`config.mk`:
```
export PLATFORM = sky130hd
export DESIGN_NAME = nmea_gga_rmc_sentence_parser
export DESIGN_NICKNAME = d
export VERILOG_FILES = /design/src/design/nggp_pkg.sv /design/src/design/nggp_tok_conv.sv /design/src/design/nggp_line_scan.sv /design/src/design/nmea_gga_rmc_sentence_parser.sv
export SDC_FILE = /design/constraint.sdc
export NUM_CORES = 2
export LEC_CHECK = 0
export BUFFER_PORTS_ARGS = -buffer_cell sky130_fd_sc_hd__buf_2
export CORE_MARGIN = 10
export CORE_UTILIZATION = 59
export CTS_BUF_LIST = sky130_fd_sc_hd__clkbuf_8
export DETAILED_ROUTE_END_ITERATION = 6
export GPL_ROUTABILITY_DRIVEN = 0
export GPL_TIMING_DRIVEN = 0
export PLACE_DENSITY = 0.79
export SYNTH_ARGS = -nofsm -noshare
export SYNTH_HDL_FRONTEND = slang
export SYNTH_HIERARCHICAL = 1
export SYNTH_SLANG_ARGS = --single-unit
```
`constraint.sdc`:
```
create_clock -name clk -period 11 [get_ports clk]
set_clock_uncertainty 0.15 [all_clocks]
set_input_delay 0 -clock clk [delete_from_list [all_inputs] [get_ports clk]]
set_output_delay 0 -clock clk [all_outputs]
set_load 0.02 [all_outputs]
```
`src/design/nggp_pkg.sv`:
```
// Package for the NMEA GGA/RMC sentence parser.
// Holds character codes, scanner and number-token types, and the per-character
// number-token update functions. No dependencies.
`default_nettype none
package nggp_pkg;

  localparam logic [7:0] CH_NUL    = 8'h00;
  localparam logic [7:0] CH_LF     = 8'h0A;
  localparam logic [7:0] CH_CR     = 8'h0D;
  localparam logic [7:0] CH_SPACE  = 8'h20;
  localparam logic [7:0] CH_DOLLAR = 8'h24;
  localparam logic [7:0] CH_STAR   = 8'h2A;
  localparam logic [7:0] CH_PLUS   = 8'h2B;
  localparam logic [7:0] CH_COMMA  = 8'h2C;
  localparam logic [7:0] CH_MINUS  = 8'h2D;
  localparam logic [7:0] CH_DOT    = 8'h2E;

  localparam int unsigned FIELD_COUNT = 9;
  localparam int unsigned VAL_W       = 28;
  localparam logic [29:0] INT_CAP     = 30'd1000000000;

  typedef enum logic [1:0] {
    ST_IGNORED = 2'd0,
    ST_BAD_SUM = 2'd1,
    ST_GGA     = 2'd2,
    ST_RMC     = 2'd3
  } status_t;

  typedef enum logic [1:0] {
    PH_START = 2'd0,
    PH_SUM   = 2'd1,
    PH_HEX   = 2'd2,
    PH_DONE  = 2'd3
  } phase_t;

  typedef enum logic [1:0] {
    TP_BLANK = 2'd0,
    TP_INT   = 2'd1,
    TP_FRAC  = 2'd2,
    TP_END   = 2'd3
  } tok_phase_t;

  typedef struct packed {
    tok_phase_t  phase;
    logic [7:0]  first;
    logic [7:0]  modv;
    logic [2:0]  fdig;
    logic        neg;
    logic [29:0] ival;
    logic [13:0] frac;
    logic [6:0]  frac2;
  } tok_t;

  typedef struct packed {
    phase_t     phase;
    logic [7:0] xsum;
    logic [7:0] expect_sum;
    logic [1:0] hexn;
    logic [1:0] tmatch;
    logic [3:0] tokn;
    logic       in_tok;
    logic       txt_end;
    tok_t       tok;
  } scan_t;

  typedef struct packed {
    status_t                               status;
    logic [FIELD_COUNT-1:0]                keep;
    logic [FIELD_COUNT-1:0][VAL_W-1:0]     vals;
  } line_end_t;

  function automatic logic [7:0] gga_tag(input logic [2:0] idx);
    case (idx)
      3'd0:    gga_tag = 8'h24;
      3'd1:    gga_tag = 8'h47;
      3'd2:    gga_tag = 8'h50;
      3'd3:    gga_tag = 8'h47;
      3'd4:    gga_tag = 8'h47;
      3'd5:    gga_tag = 8'h41;
      default: gga_tag = 8'h00;
    endcase
  endfunction

  function automatic logic [7:0] rmc_tag(input logic [2:0] idx);
    case (idx)
      3'd0:    rmc_tag = 8'h24;
      3'd1:    rmc_tag = 8'h47;
      3'd2:    rmc_tag = 8'h50;
      3'd3:    rmc_tag = 8'h52;
      3'd4:    rmc_tag = 8'h4D;
      3'd5:    rmc_tag = 8'h43;
      default: rmc_tag = 8'h00;
    endcase
  endfunction

  function automatic tok_t tok_feed(input tok_t t, input logic [7:0] c);
    tok_t        r;
    logic        dig;
    logic        skip;
    logic [3:0]  d;
    logic [33:0] prod;
    r    = t;
    dig  = (c >= 8'h30) && (c <= 8'h39);
    d    = c[3:0];
    skip = 1'b0;
    prod = '0;
    if (r.phase == TP_BLANK) begin
      if (c == CH_SPACE || (c >= 8'd9 && c <= 8'd13)) begin
        skip = 1'b1;
      end else begin
        r.phase = TP_INT;
        if (c == CH_PLUS || c == CH_MINUS) begin
          r.neg = (c == CH_MINUS);
          skip  = 1'b1;
        end
      end
    end
    if (!skip && r.phase == TP_INT) begin
      skip = 1'b1;
      if (dig) begin
        if (r.ival < INT_CAP) begin
          prod   = {4'b0, r.ival} * 34'd10 + {30'b0, d};
          r.ival = (prod > {4'b0, INT_CAP}) ? INT_CAP : prod[29:0];
        end
        r.modv = 8'(r.modv * 8'd10 + {4'b0, d});
      end else begin
        r.phase = (c == CH_DOT) ? TP_FRAC : TP_END;
      end
    end
    if (!skip && r.phase == TP_FRAC) begin
      if (dig) begin
        if (r.fdig < 3'd4) begin
          r.frac = 14'(r.frac * 14'd10 + {10'b0, d});
          if (r.fdig < 3'd2) r.frac2 = 7'(r.frac2 * 7'd10 + {3'b0, d});
          r.fdig = r.fdig + 3'd1;
        end
      end else begin
        r.phase = TP_END;
      end
    end
    return r;
  endfunction

  function automatic tok_t tok_begin(input logic [7:0] c);
    tok_t r;
    r       = tok_t'('0);
    r.first = c;
    return tok_feed(r, c);
  endfunction

endpackage
`default_nettype wire

```
`src/design/nggp_tok_conv.sv`:
```
// Converts a finished number token into the fixed-point or character value of its slot.
// Depends on nggp_pkg.
`default_nettype none
module nggp_tok_conv (
  input  nggp_pkg::tok_t     tok,
  input  logic [3:0]         slot,
  output logic [27:0]        value
);
  import nggp_pkg::*;

  logic [13:0] frac4;
  logic [6:0]  frac2s;
  logic [43:0] v4;
  logic [36:0] v2;
  logic [26:0] alt_mag;

  always_comb begin
    case (tok.fdig)
      3'd0:    frac4 = 14'd0;
      3'd1:    frac4 = 14'(tok.frac * 14'd1000);
      3'd2:    frac4 = 14'(tok.frac * 14'd100);
      3'd3:    frac4 = 14'(tok.frac * 14'd10);
      default: frac4 = tok.frac;
    endcase
    case (tok.fdig)
      3'd0:    frac2s = 7'd0;
      3'd1:    frac2s = 7'(tok.frac2 * 7'd10);
      default: frac2s = tok.frac2;
    endcase
  end

  assign v4 = {14'b0, tok.ival} * 44'd10000 + {30'b0, frac4};
  assign v2 = {7'b0, tok.ival} * 37'd100 + {30'b0, frac2s};
  assign alt_mag = (v2 > 37'd100000000) ? 27'd100000000 : v2[26:0];

  always_comb begin
    case (slot)
      4'd0:    value = tok.neg ? 28'd0 : (v2 > 37'h1FFFFFF ? 28'h1FFFFFF : {3'b0, v2[24:0]});
      4'd1:    value = tok.neg ? 28'd0 : (v4 > 44'h7FFFFFF ? 28'h7FFFFFF : {1'b0, v4[26:0]});
      4'd3:    value = tok.neg ? 28'd0 : (v4 > 44'hFFFFFFF ? 28'hFFFFFFF : v4[27:0]);
      4'd2,
      4'd4:    value = {20'b0, tok.first};
      4'd5,
      4'd6:    value = {20'b0, tok.neg ? 8'(8'd0 - tok.modv) : tok.modv};
      4'd7:    value = tok.neg ? 28'd0 : (v2 > 37'hFFFF ? 28'hFFFF : {12'b0, v2[15:0]});
      default: value = tok.neg ? 28'(28'd0 - {1'b0, alt_mag}) : {1'b0, alt_mag};
    endcase
  end

endmodule
`default_nettype wire

```
`src/design/nggp_line_scan.sv`:
```
// Line scanner: framing, tag match, checksum, tokenizing and pending fields.
// A CR is taken at once; the state before it is kept so an LF can undo it.
// Depends on nggp_pkg and nggp_tok_conv.
`default_nettype none
module nggp_line_scan #(
  parameter int unsigned LINE_LIMIT = 127,
  localparam int unsigned LEN_W = $clog2(LINE_LIMIT + 1)
) (
  input  logic                clk,
  input  logic                rst,
  input  logic                take,
  input  logic [7:0]          rx_byte,
  output nggp_pkg::line_end_t line_end
);
  import nggp_pkg::*;

  scan_t            cur, pre, nxt, src;
  logic [LEN_W-1:0] cur_len, pre_len, nxt_len, blen;
  logic             cr_flag;
  logic [VAL_W-1:0] pend [FIELD_COUNT];
  logic [FIELD_COUNT-1:0] pres, pres_eff;
  logic [VAL_W-1:0] pend_eff [FIELD_COUNT];
  logic             is_lf, fin_char, fin, slot_ok;
  logic [3:0]       slot, hexd;
  logic             hex_ok;
  logic [VAL_W-1:0] conv_val;
  logic [1:0]       tm;
  status_t          status;

  assign is_lf = (rx_byte == CH_LF);

  always_comb begin
    hex_ok = 1'b1;
    hexd   = rx_byte[3:0];
    if (rx_byte >= 8'h30 && rx_byte <= 8'h39) begin
      hexd = rx_byte[3:0];
    end else if ((rx_byte >= 8'h41 && rx_byte <= 8'h46) ||
                 (rx_byte >= 8'h61 && rx_byte <= 8'h66)) begin
      hexd = 4'(rx_byte[3:0] + 4'd9);
    end else begin
      hex_ok = 1'b0;
    end
  end

  // One character step of the scanner.
  always_comb begin
    nxt      = cur;
    fin_char = 1'b0;
    nxt_len  = (cur_len < LEN_W'(LINE_LIMIT)) ? cur_len + LEN_W'(1) : cur_len;
    if (!cur.txt_end) begin
      if (rx_byte == CH_NUL) begin
        nxt.txt_end = 1'b1;
        if (cur_len < LEN_W'(6)) nxt.tmatch = 2'b00;
        fin_char   = cur.in_tok;
        nxt.in_tok = 1'b0;
      end else begin
        if (cur_len == '0) begin
          nxt.tmatch = (rx_byte == CH_DOLLAR) ? 2'b11 : 2'b00;
          nxt.phase  = PH_SUM;
        end else begin
          if (cur_len < LEN_W'(6)) begin
            if (rx_byte != gga_tag(cur_len[2:0])) nxt.tmatch[0] = 1'b0;
            if (rx_byte != rmc_tag(cur_len[2:0])) nxt.tmatch[1] = 1'b0;
          end
          if (cur.phase == PH_SUM) begin
            if (rx_byte == CH_STAR) nxt.phase = PH_HEX;
            else nxt.xsum = cur.xsum ^ rx_byte;
          end else if (cur.phase == PH_HEX) begin
            if (!hex_ok) begin
              nxt.phase = PH_DONE;
            end else begin
              nxt.expect_sum = {cur.expect_sum[3:0], hexd};
              nxt.hexn       = cur.hexn + 2'd1;
              if (cur.hexn != 2'd0) nxt.phase = PH_DONE;
            end
          end
        end
        if (rx_byte == CH_COMMA) begin
          fin_char   = cur.in_tok;
          nxt.in_tok = 1'b0;
        end else if (!cur.in_tok) begin
          nxt.in_tok = 1'b1;
          if (cur.tokn != 4'd15) nxt.tokn = cur.tokn + 4'd1;
          nxt.tok = tok_begin(rx_byte);
        end else begin
          nxt.tok = tok_feed(cur.tok, rx_byte);
        end
      end
    end
  end

  assign src  = (is_lf && cr_flag) ? pre : cur;
  assign blen = (is_lf && cr_flag) ? pre_len : cur_len;
  assign fin  = is_lf ? (!src.txt_end && src.in_tok) : fin_char;
  assign slot_ok = (src.tokn >= 4'd2) && (src.tokn <= 4'd10);
  assign slot = src.tokn - 4'd2;

  nggp_tok_conv u_conv (
    .tok   (src.tok),
    .slot  (slot),
    .value (conv_val)
  );

  always_comb begin
    pres_eff = pres;
    for (int i = 0; i < FIELD_COUNT; i++) begin
      pend_eff[i] = pend[i];
      if (fin && slot_ok && slot == 4'(i)) begin
        pend_eff[i] = conv_val;
        pres_eff[i] = 1'b1;
      end
    end
  end

  always_comb begin
    tm     = (blen < LEN_W'(6)) ? 2'b00 : src.tmatch;
    status = ST_IGNORED;
    if (blen < LEN_W'(LINE_LIMIT) && (tm == 2'b01 || tm == 2'b10)) begin
      if ((src.phase == PH_HEX || src.phase == PH_DONE) && src.xsum == src.expect_sum) begin
        status = (tm == 2'b01) ? ST_GGA : ST_RMC;
      end else begin
        status = ST_BAD_SUM;
      end
    end
    line_end.status = status;
    line_end.keep   = '0;
    if (status == ST_GGA) line_end.keep = pres_eff;
    else if (status == ST_RMC) line_end.keep = pres_eff & FIELD_COUNT'(1);
    for (int i = 0; i < FIELD_COUNT; i++) line_end.vals[i] = pend_eff[i];
  end

  always_ff @(posedge clk) begin
    if (rst) begin
      cur     <= scan_t'('0);
      pre     <= scan_t'('0);
      cur_len <= '0;
      pre_len <= '0;
      cr_flag <= 1'b0;
      pres    <= '0;
      for (int i = 0; i < FIELD_COUNT; i++) pend[i] <= '0;
    end else if (take) begin
      if (is_lf) begin
        cur     <= scan_t'('0);
        cur_len <= '0;
        cr_flag <= 1'b0;
        pres    <= '0;
        for (int i = 0; i < FIELD_COUNT; i++) pend[i] <= '0;
      end else begin
        cur     <= nxt;
        cur_len <= nxt_len;
        pre     <= cur;
        pre_len <= cur_len;
        cr_flag <= (rx_byte == CH_CR);
        pres    <= pres_eff;
        for (int i = 0; i < FIELD_COUNT; i++) pend[i] <= pend_eff[i];
      end
    end
  end

endmodule
`default_nettype wire

```
`src/design/nmea_gga_rmc_sentence_parser.sv`:
```
// Top level of the NMEA GGA/RMC sentence parser: handshakes, held record
// and result register. Depends on nggp_pkg and nggp_line_scan.
//
//  Channel | Direction | Handshake           | Beat payload
//  rx      | in        | rx_valid/rx_stall   | rx_byte
//  res     | out       | res_valid/res_stall | line_status and held record fields
//
// One byte is taken every cycle unless stalled; a line end gives its result next cycle.
// The held record is the result register; it changes only on a line end.
// Only an LF byte is held off, and only while an earlier result waits.
// Synchronous reset clears the scanner and zeroes the held record.
`default_nettype none
module nmea_gga_rmc_sentence_parser #(
  parameter int unsigned LINE_LIMIT = 127
) (
  input  logic        clk,
  input  logic        rst,
  input  logic        rx_valid,
  output logic        rx_stall,
  input  logic [7:0]  rx_byte,
  output logic        res_valid,
  input  logic        res_stall,
  output logic [1:0]  line_status,
  output logic [24:0] utc_time,
  output logic [26:0] latitude,
  output logic [7:0]  latitude_side,
  output logic [27:0] longitude,
  output logic [7:0]  longitude_side,
  output logic [7:0]  fix_quality,
  output logic [7:0]  satellite_count,
  output logic [15:0] hdop_scaled,
  output logic signed [27:0] altitude_scaled
);
  import nggp_pkg::*;

  line_end_t        line_end;
  logic             take, take_lf;
  status_t          status;
  logic [VAL_W-1:0] held [FIELD_COUNT];

  assign rx_stall = res_valid && res_stall && (rx_byte == CH_LF);
  assign take     = rx_valid && !rx_stall;
  assign take_lf  = take && (rx_byte == CH_LF);

  nggp_line_scan #(.LINE_LIMIT(LINE_LIMIT)) u_scan (
    .clk      (clk),
    .rst      (rst),
    .take     (take),
    .rx_byte  (rx_byte),
    .line_end (line_end)
  );

  always_ff @(posedge clk) begin
    if (rst) begin
      res_valid <= 1'b0;
      status    <= ST_IGNORED;
      for (int i = 0; i < FIELD_COUNT; i++) held[i] <= '0;
    end else begin
      if (take_lf) begin
        res_valid <= 1'b1;
        status    <= line_end.status;
        for (int i = 0; i < FIELD_COUNT; i++) begin
          if (line_end.keep[i]) held[i] <= line_end.vals[i];
        end
      end else if (!res_stall) begin
        res_valid <= 1'b0;
      end
    end
  end

  assign line_status     = status;
  assign utc_time        = held[0][24:0];
  assign latitude        = held[1][26:0];
  assign latitude_side   = held[2][7:0];
  assign longitude       = held[3][27:0];
  assign longitude_side  = held[4][7:0];
  assign fix_quality     = held[5][7:0];
  assign satellite_count = held[6][7:0];
  assign hdop_scaled     = held[7][15:0];
  assign altitude_scaled = signed'(held[8][27:0]);

  a_stall_needs_result: assert property (@(posedge clk) disable iff (rst)
    rx_stall |-> res_valid) else $error("input stalled without a waiting result");

  a_lf_gives_result: assert property (@(posedge clk) disable iff (rst)
    take_lf |=> res_valid) else $error("line end gave no result");

  a_record_held: assert property (@(posedge clk) disable iff (rst)
    (res_valid && res_stall) |=> ($stable(utc_time) && $stable(altitude_scaled)
      && $stable(line_status))) else $error("record changed while result waits");

endmodule
`default_nettype wire
```
-- Yosys cells after proc, flatten, opt, wreduce, memory -nomap -nowiden
Memory sizes are Yosys's and may differ from the RTL's.
Index checks and enable logic that the tools add are counted.
- flip-flop bits (word level): 229
- output and inout bits: 160
- memory bits (writable): 504
- memories kept: 2
- reduce and logical (&&, ||, !) cells: 73
- eq/ne operators: 61
- magnitude comparators: 24
- $add $sub $neg: 14
- $mul: 10
- bitwise operators: 29
- mux-type cells: 245
- memories (memory ; depth ; width ; read ports ; clocked after Yosys merged registers in ; write ports ; line ; RTL):
    held ; 9 ; 28 ; 9 ; 0 ; 9 ; nmea_gga_rmc_sentence_parser.sv:39 ; logic [VAL_W-1:0] held [FIELD_COUNT];
    u_scan.pend ; 9 ; 28 ; 9 ; 0 ; 9 ; nggp_line_scan.sv:20 ; logic [VAL_W-1:0] pend [FIELD_COUNT];
- operators by type and width (operator ; number):
    two-way mux 28 bit ; 39
    two-way mux 101 bit ; 3
    two-way mux 73 bit ; 3
    two-way mux 30 bit ; 7
    one-hot mux 28 bit (6 select lines) ; 1
    two-way mux 8 bit ; 14
    two-way mux 1 bit ; 100
    two-way mux 21 bit ; 4
    two-way mux 27 bit ; 3
    two-way mux 2 bit ; 40
    equality test 8 x 6 -> 1 bit, second input constant ; 7
    one-hot mux 14 bit (4 select lines) ; 1
    two-way mux 25 bit ; 2
    adder 44 x 14 -> 44 bit ; 1
    > comparator 44 x 27 -> 1 bit, second input constant ; 1
    > comparator 44 x 28 -> 1 bit, second input constant ; 1
    one-hot mux 7 bit (6 select lines) ; 1
    multiplier 30 x 10 -> 40 bit, second input constant ; 1
    adder 37 x 7 -> 37 bit ; 1
    > comparator 37 x 16 -> 1 bit, second input constant ; 1
    > comparator 37 x 25 -> 1 bit, second input constant ; 1
    > comparator 37 x 27 -> 1 bit, second input constant ; 1
    multiplier 30 x 5 -> 35 bit, second input constant ; 1
    adder 34 x 4 -> 34 bit ; 1
    85 further kinds ; 221

-- Depth between registers and ports, before layout
- word-level depth: 24
- mapped depth: 49
- mapped depth without buffers: 42

-- Modules after synthesis
Netlist, hierarchy kept.
- modules (own cells, without submodules) (module ; instances ; area each (µm²) ; sequential area each (µm²) ; cells each):
    nggp_line_scan ; 1 ; 27152.3 ; 12031.5 ; 2843
    nggp_tok_conv ; 1 ; 16245.6 ; 0.0 ; 2166
    nmea_gga_rmc_sentence_parser ; 1 ; 6468.7 ; 4744.6 ; 381

-- Worst setup path before layout
Ideal clock, no wire load.
- kind: input -> register
- start point: in rx_byte[6]
- end point: mem u_scan.pend[1][24] (netlist: u_scan/pend[0][52]) (data pin)
- setup slack: 0.648 ns
- arrival: 9.935 ns
- data required time: 10.584 ns
- stages: 45
- cells stage by stage: buf_2 or4_4 or3_1 nor2_4 buf_4 clkbuf_1 clkbuf_1 nand2_1 nand2_1 ha_1 ha_1 inv_1 fa_1 inv_1 ha_1 buf_2 nand2_1 o21ai_0 [9 not listed] buf_4 buf_6 nand2_1 ha_1 nand2_1 or3_1 or3_1 nor3_1 nand2_1 or4_1 or2_2 clkbuf_1 o311ai_0 o41ai_1 a21oi_1 o2bb2ai_1 mux2_2 nor2b_1
- RTL lines (what ; line ; RTL):
    start: declaration ; nmea_gga_rmc_sentence_parser.sv:20 ; input logic [7:0] rx_byte,
    end: declaration ; nggp_line_scan.sv:20 ;

==> impl_metrics.tcl <==
set metrics [dict create \
    syn_area_um2 45180 \
    via_count 39720 \
    min_period_over_period_pct 97.34 \
    grt_first_pass_wirelength_um 206600 \
    fin_cells 6482 \
    whs_ps 44.15 \
    drive_gt1_share_pct 13.57 \
    critical_path_arrival_ps 10950 \
    leakagePower_nw 21.76 \
    cts_tree "yes" \
    crit_path_max_incr_delay_ps 580 \
    crit_fanout 10 \
    crit_type "input port to flop" \
    timing.rr.start "u_scan/cr_flag$_SDFFE_PP0P_" \
    fmax_ghz 0.09339 \
    cp-end-kind "flop" \
    syn_avg_cell_area_um2 8.895 \
    drc 11 \
    utilization_pct 65.81 \
    required_ps 11250 \
    hpwl_um 100300 \
    tightest_slew_ps 1372 \
    cts_buffer_depth 3 \
    drt_iter0_markers 4191 \
    violations "design-rule violations" \
    core_area_um2 75950 \
    crit_start "rx_byte[6]" \
    die_w_um 296.7 \
    dpl_cell_area_um2 47390 \
    area_delta_synth_final_pct 10.63 \
    ir_drop_uv 88.06 \
    die_area_um2 88040 \
    antenna_found_initial 3 \
    setup_viol 0 \
    start_util_pct 59.48 \
    layout.nets 5935 \
    hold_viol 0 \
    wl_per_cell_um 20.19 \
    crit_slowest_cell "or4_4" \
    maxSlewHeadroom_pct 8.543 \
    dr.pass1.iters 7 \
    fp-row-count 101 \
    ioPinCount 172 \
    clkLatencyLatePin_ps 710 \
    clk_pin_slew_ps 60 \
    grt_pass1_vias 37860 \
    worstHoldStart "rx_byte[3]" \
    wl_um 130800 \
    outcome "finished with violations" \
    overflow 0 \
    clock-sinks 536 \
    dp_cells 6282 \
    p_per_area_nw_per_um2 90.80 \
    cts_max_level 3 \
    syn_inst 5079 \
    fin_area_um2 49980 \
    yosys_warnings 6 \
    ant_nets 0 \
    cts_buffers 87 \
    clock_tree.root_cell "clkbuf_8" \
    grt_use_total_pct 28.54 \
    drv_cap 0 \
    portBuffers 171 \
    grt_max_degree 64 \
    synth_fp_nets 5628 \
    slew_violations 0 \
    hp-class "input port to flop" \
    setup.worst_path.start_class "input port" \
    die_h_um 296.7 \
    period_needed_ps 10710 \
    vias_per_cell 6.128 \
]
[metrics by stage]
stage	TNS [ps]	power (W)	setup slack, ps
after floorplan	0	0.002642	716.9
after global placement	-341490	0.002811	-2006
after detailed placement	-358800	0.002826	-2181
after CTS	0	0.004526	45.80
after global routing	-78.01	0.004685	-36.31
final	0	0.004538	292.2
[area by class of cell]
type	count	area (um2)
Multi-Input combinational cell	3854	28930
Fill cell	6207	25970
Sequential cell	536	13850
Inverter	414	1554
Clock buffer	103	1418
Timing Repair Buffer	221	1366
Tap cell	1030	1289
Buffer	272	1279
Clock inverter	47	282.8
Antenna cell	5	12.51
[critical path, delay by kind of cell]
family                   cells  cell delay [ps]
AO/OA/AOI/OAI               10             2530
AND/OR/NAND/NOR             19             5010
multiplexers                 1              320
adder cells (fa/ha/maj)      5             1690
buffers and inverters        9             1370
[per-layer routing]
layer	wire length [um]	global-route usage (%)	part of all wire, %
met3	11000	4.466	8.4
met1	54700	37.84	42
met2	59720	46.13	46
met5	13	0	0.0099
met4	5411	11.53	4.1
[report_power, final]
part	switching, W	total [W]	internal [W]
logic	0.000395	0.000603	0.000208
clock network	0.000816	0.00171	0.000898
registers	0.0000318	0.00222	0.00219
[flip-flops by register name (all words and copies together) (netlist names)]
| signal | count |
|---|---|
| u_scan/pend | 156 |
| u_scan/cr_flag | 1 |
| held | 156 |
| u_scan/pres | 9 |
| line_status | 2 |
| u_scan/pre_len | 7 |
| res_valid | 1 |
| u_scan/pre | 96 |
| u_scan/cur_len | 7 |
| u_scan/cur | 101 |
[worst paths after layout]
path	endpoint	slack, ps	cells after the start
worst min-delay path	u_scan/cur[24]$_SDFFE_PP0P_	40	5
worst max register to register	held[0][24]$_SDFFCE_PN0P_	390	41
worst min register to register	u_scan/pre[73]$_SDFFE_PP0P_	300	2
worst max-delay path	held[0][24]$_SDFFCE_PN0P_	290	44
[what timing repair did]
item                                    4_1_cts  5_1_grt
endpoints found under the setup margin      302      299
pin swaps                                     2       11
hold endpoints to repair                     37        0
gates resized for setup                      32       86
hold buffers                                 36        0
setup buffers                                 2        9
cloned                                        0        0
[placed cells by master (no fill, tap or decap), drive strengths merged, types with 23 or more instances in the layout]
cell,n
a211oi,51
a21o,76
a21oi,358
a22oi,31
a31oi,52
and2,32
and3,45
buf,285
clkbuf,275
dfxtp,224
dlygate4sd3,36
edfxtp,312
fa,139
ha,398
inv,441
mux2,162
mux2i,23
nand2,687
nand2b,28
nand3,110
nand4,52
nor2,241
nor2b,169
nor3,109
nor3b,172
nor4,28
o211ai,33
o21a,34
o21ai,170
o21bai,31
o31ai,25
or2,30
or3,38
xnor2,157
xor2,95
No activity file was read; power rests on OpenSTA's default activity.
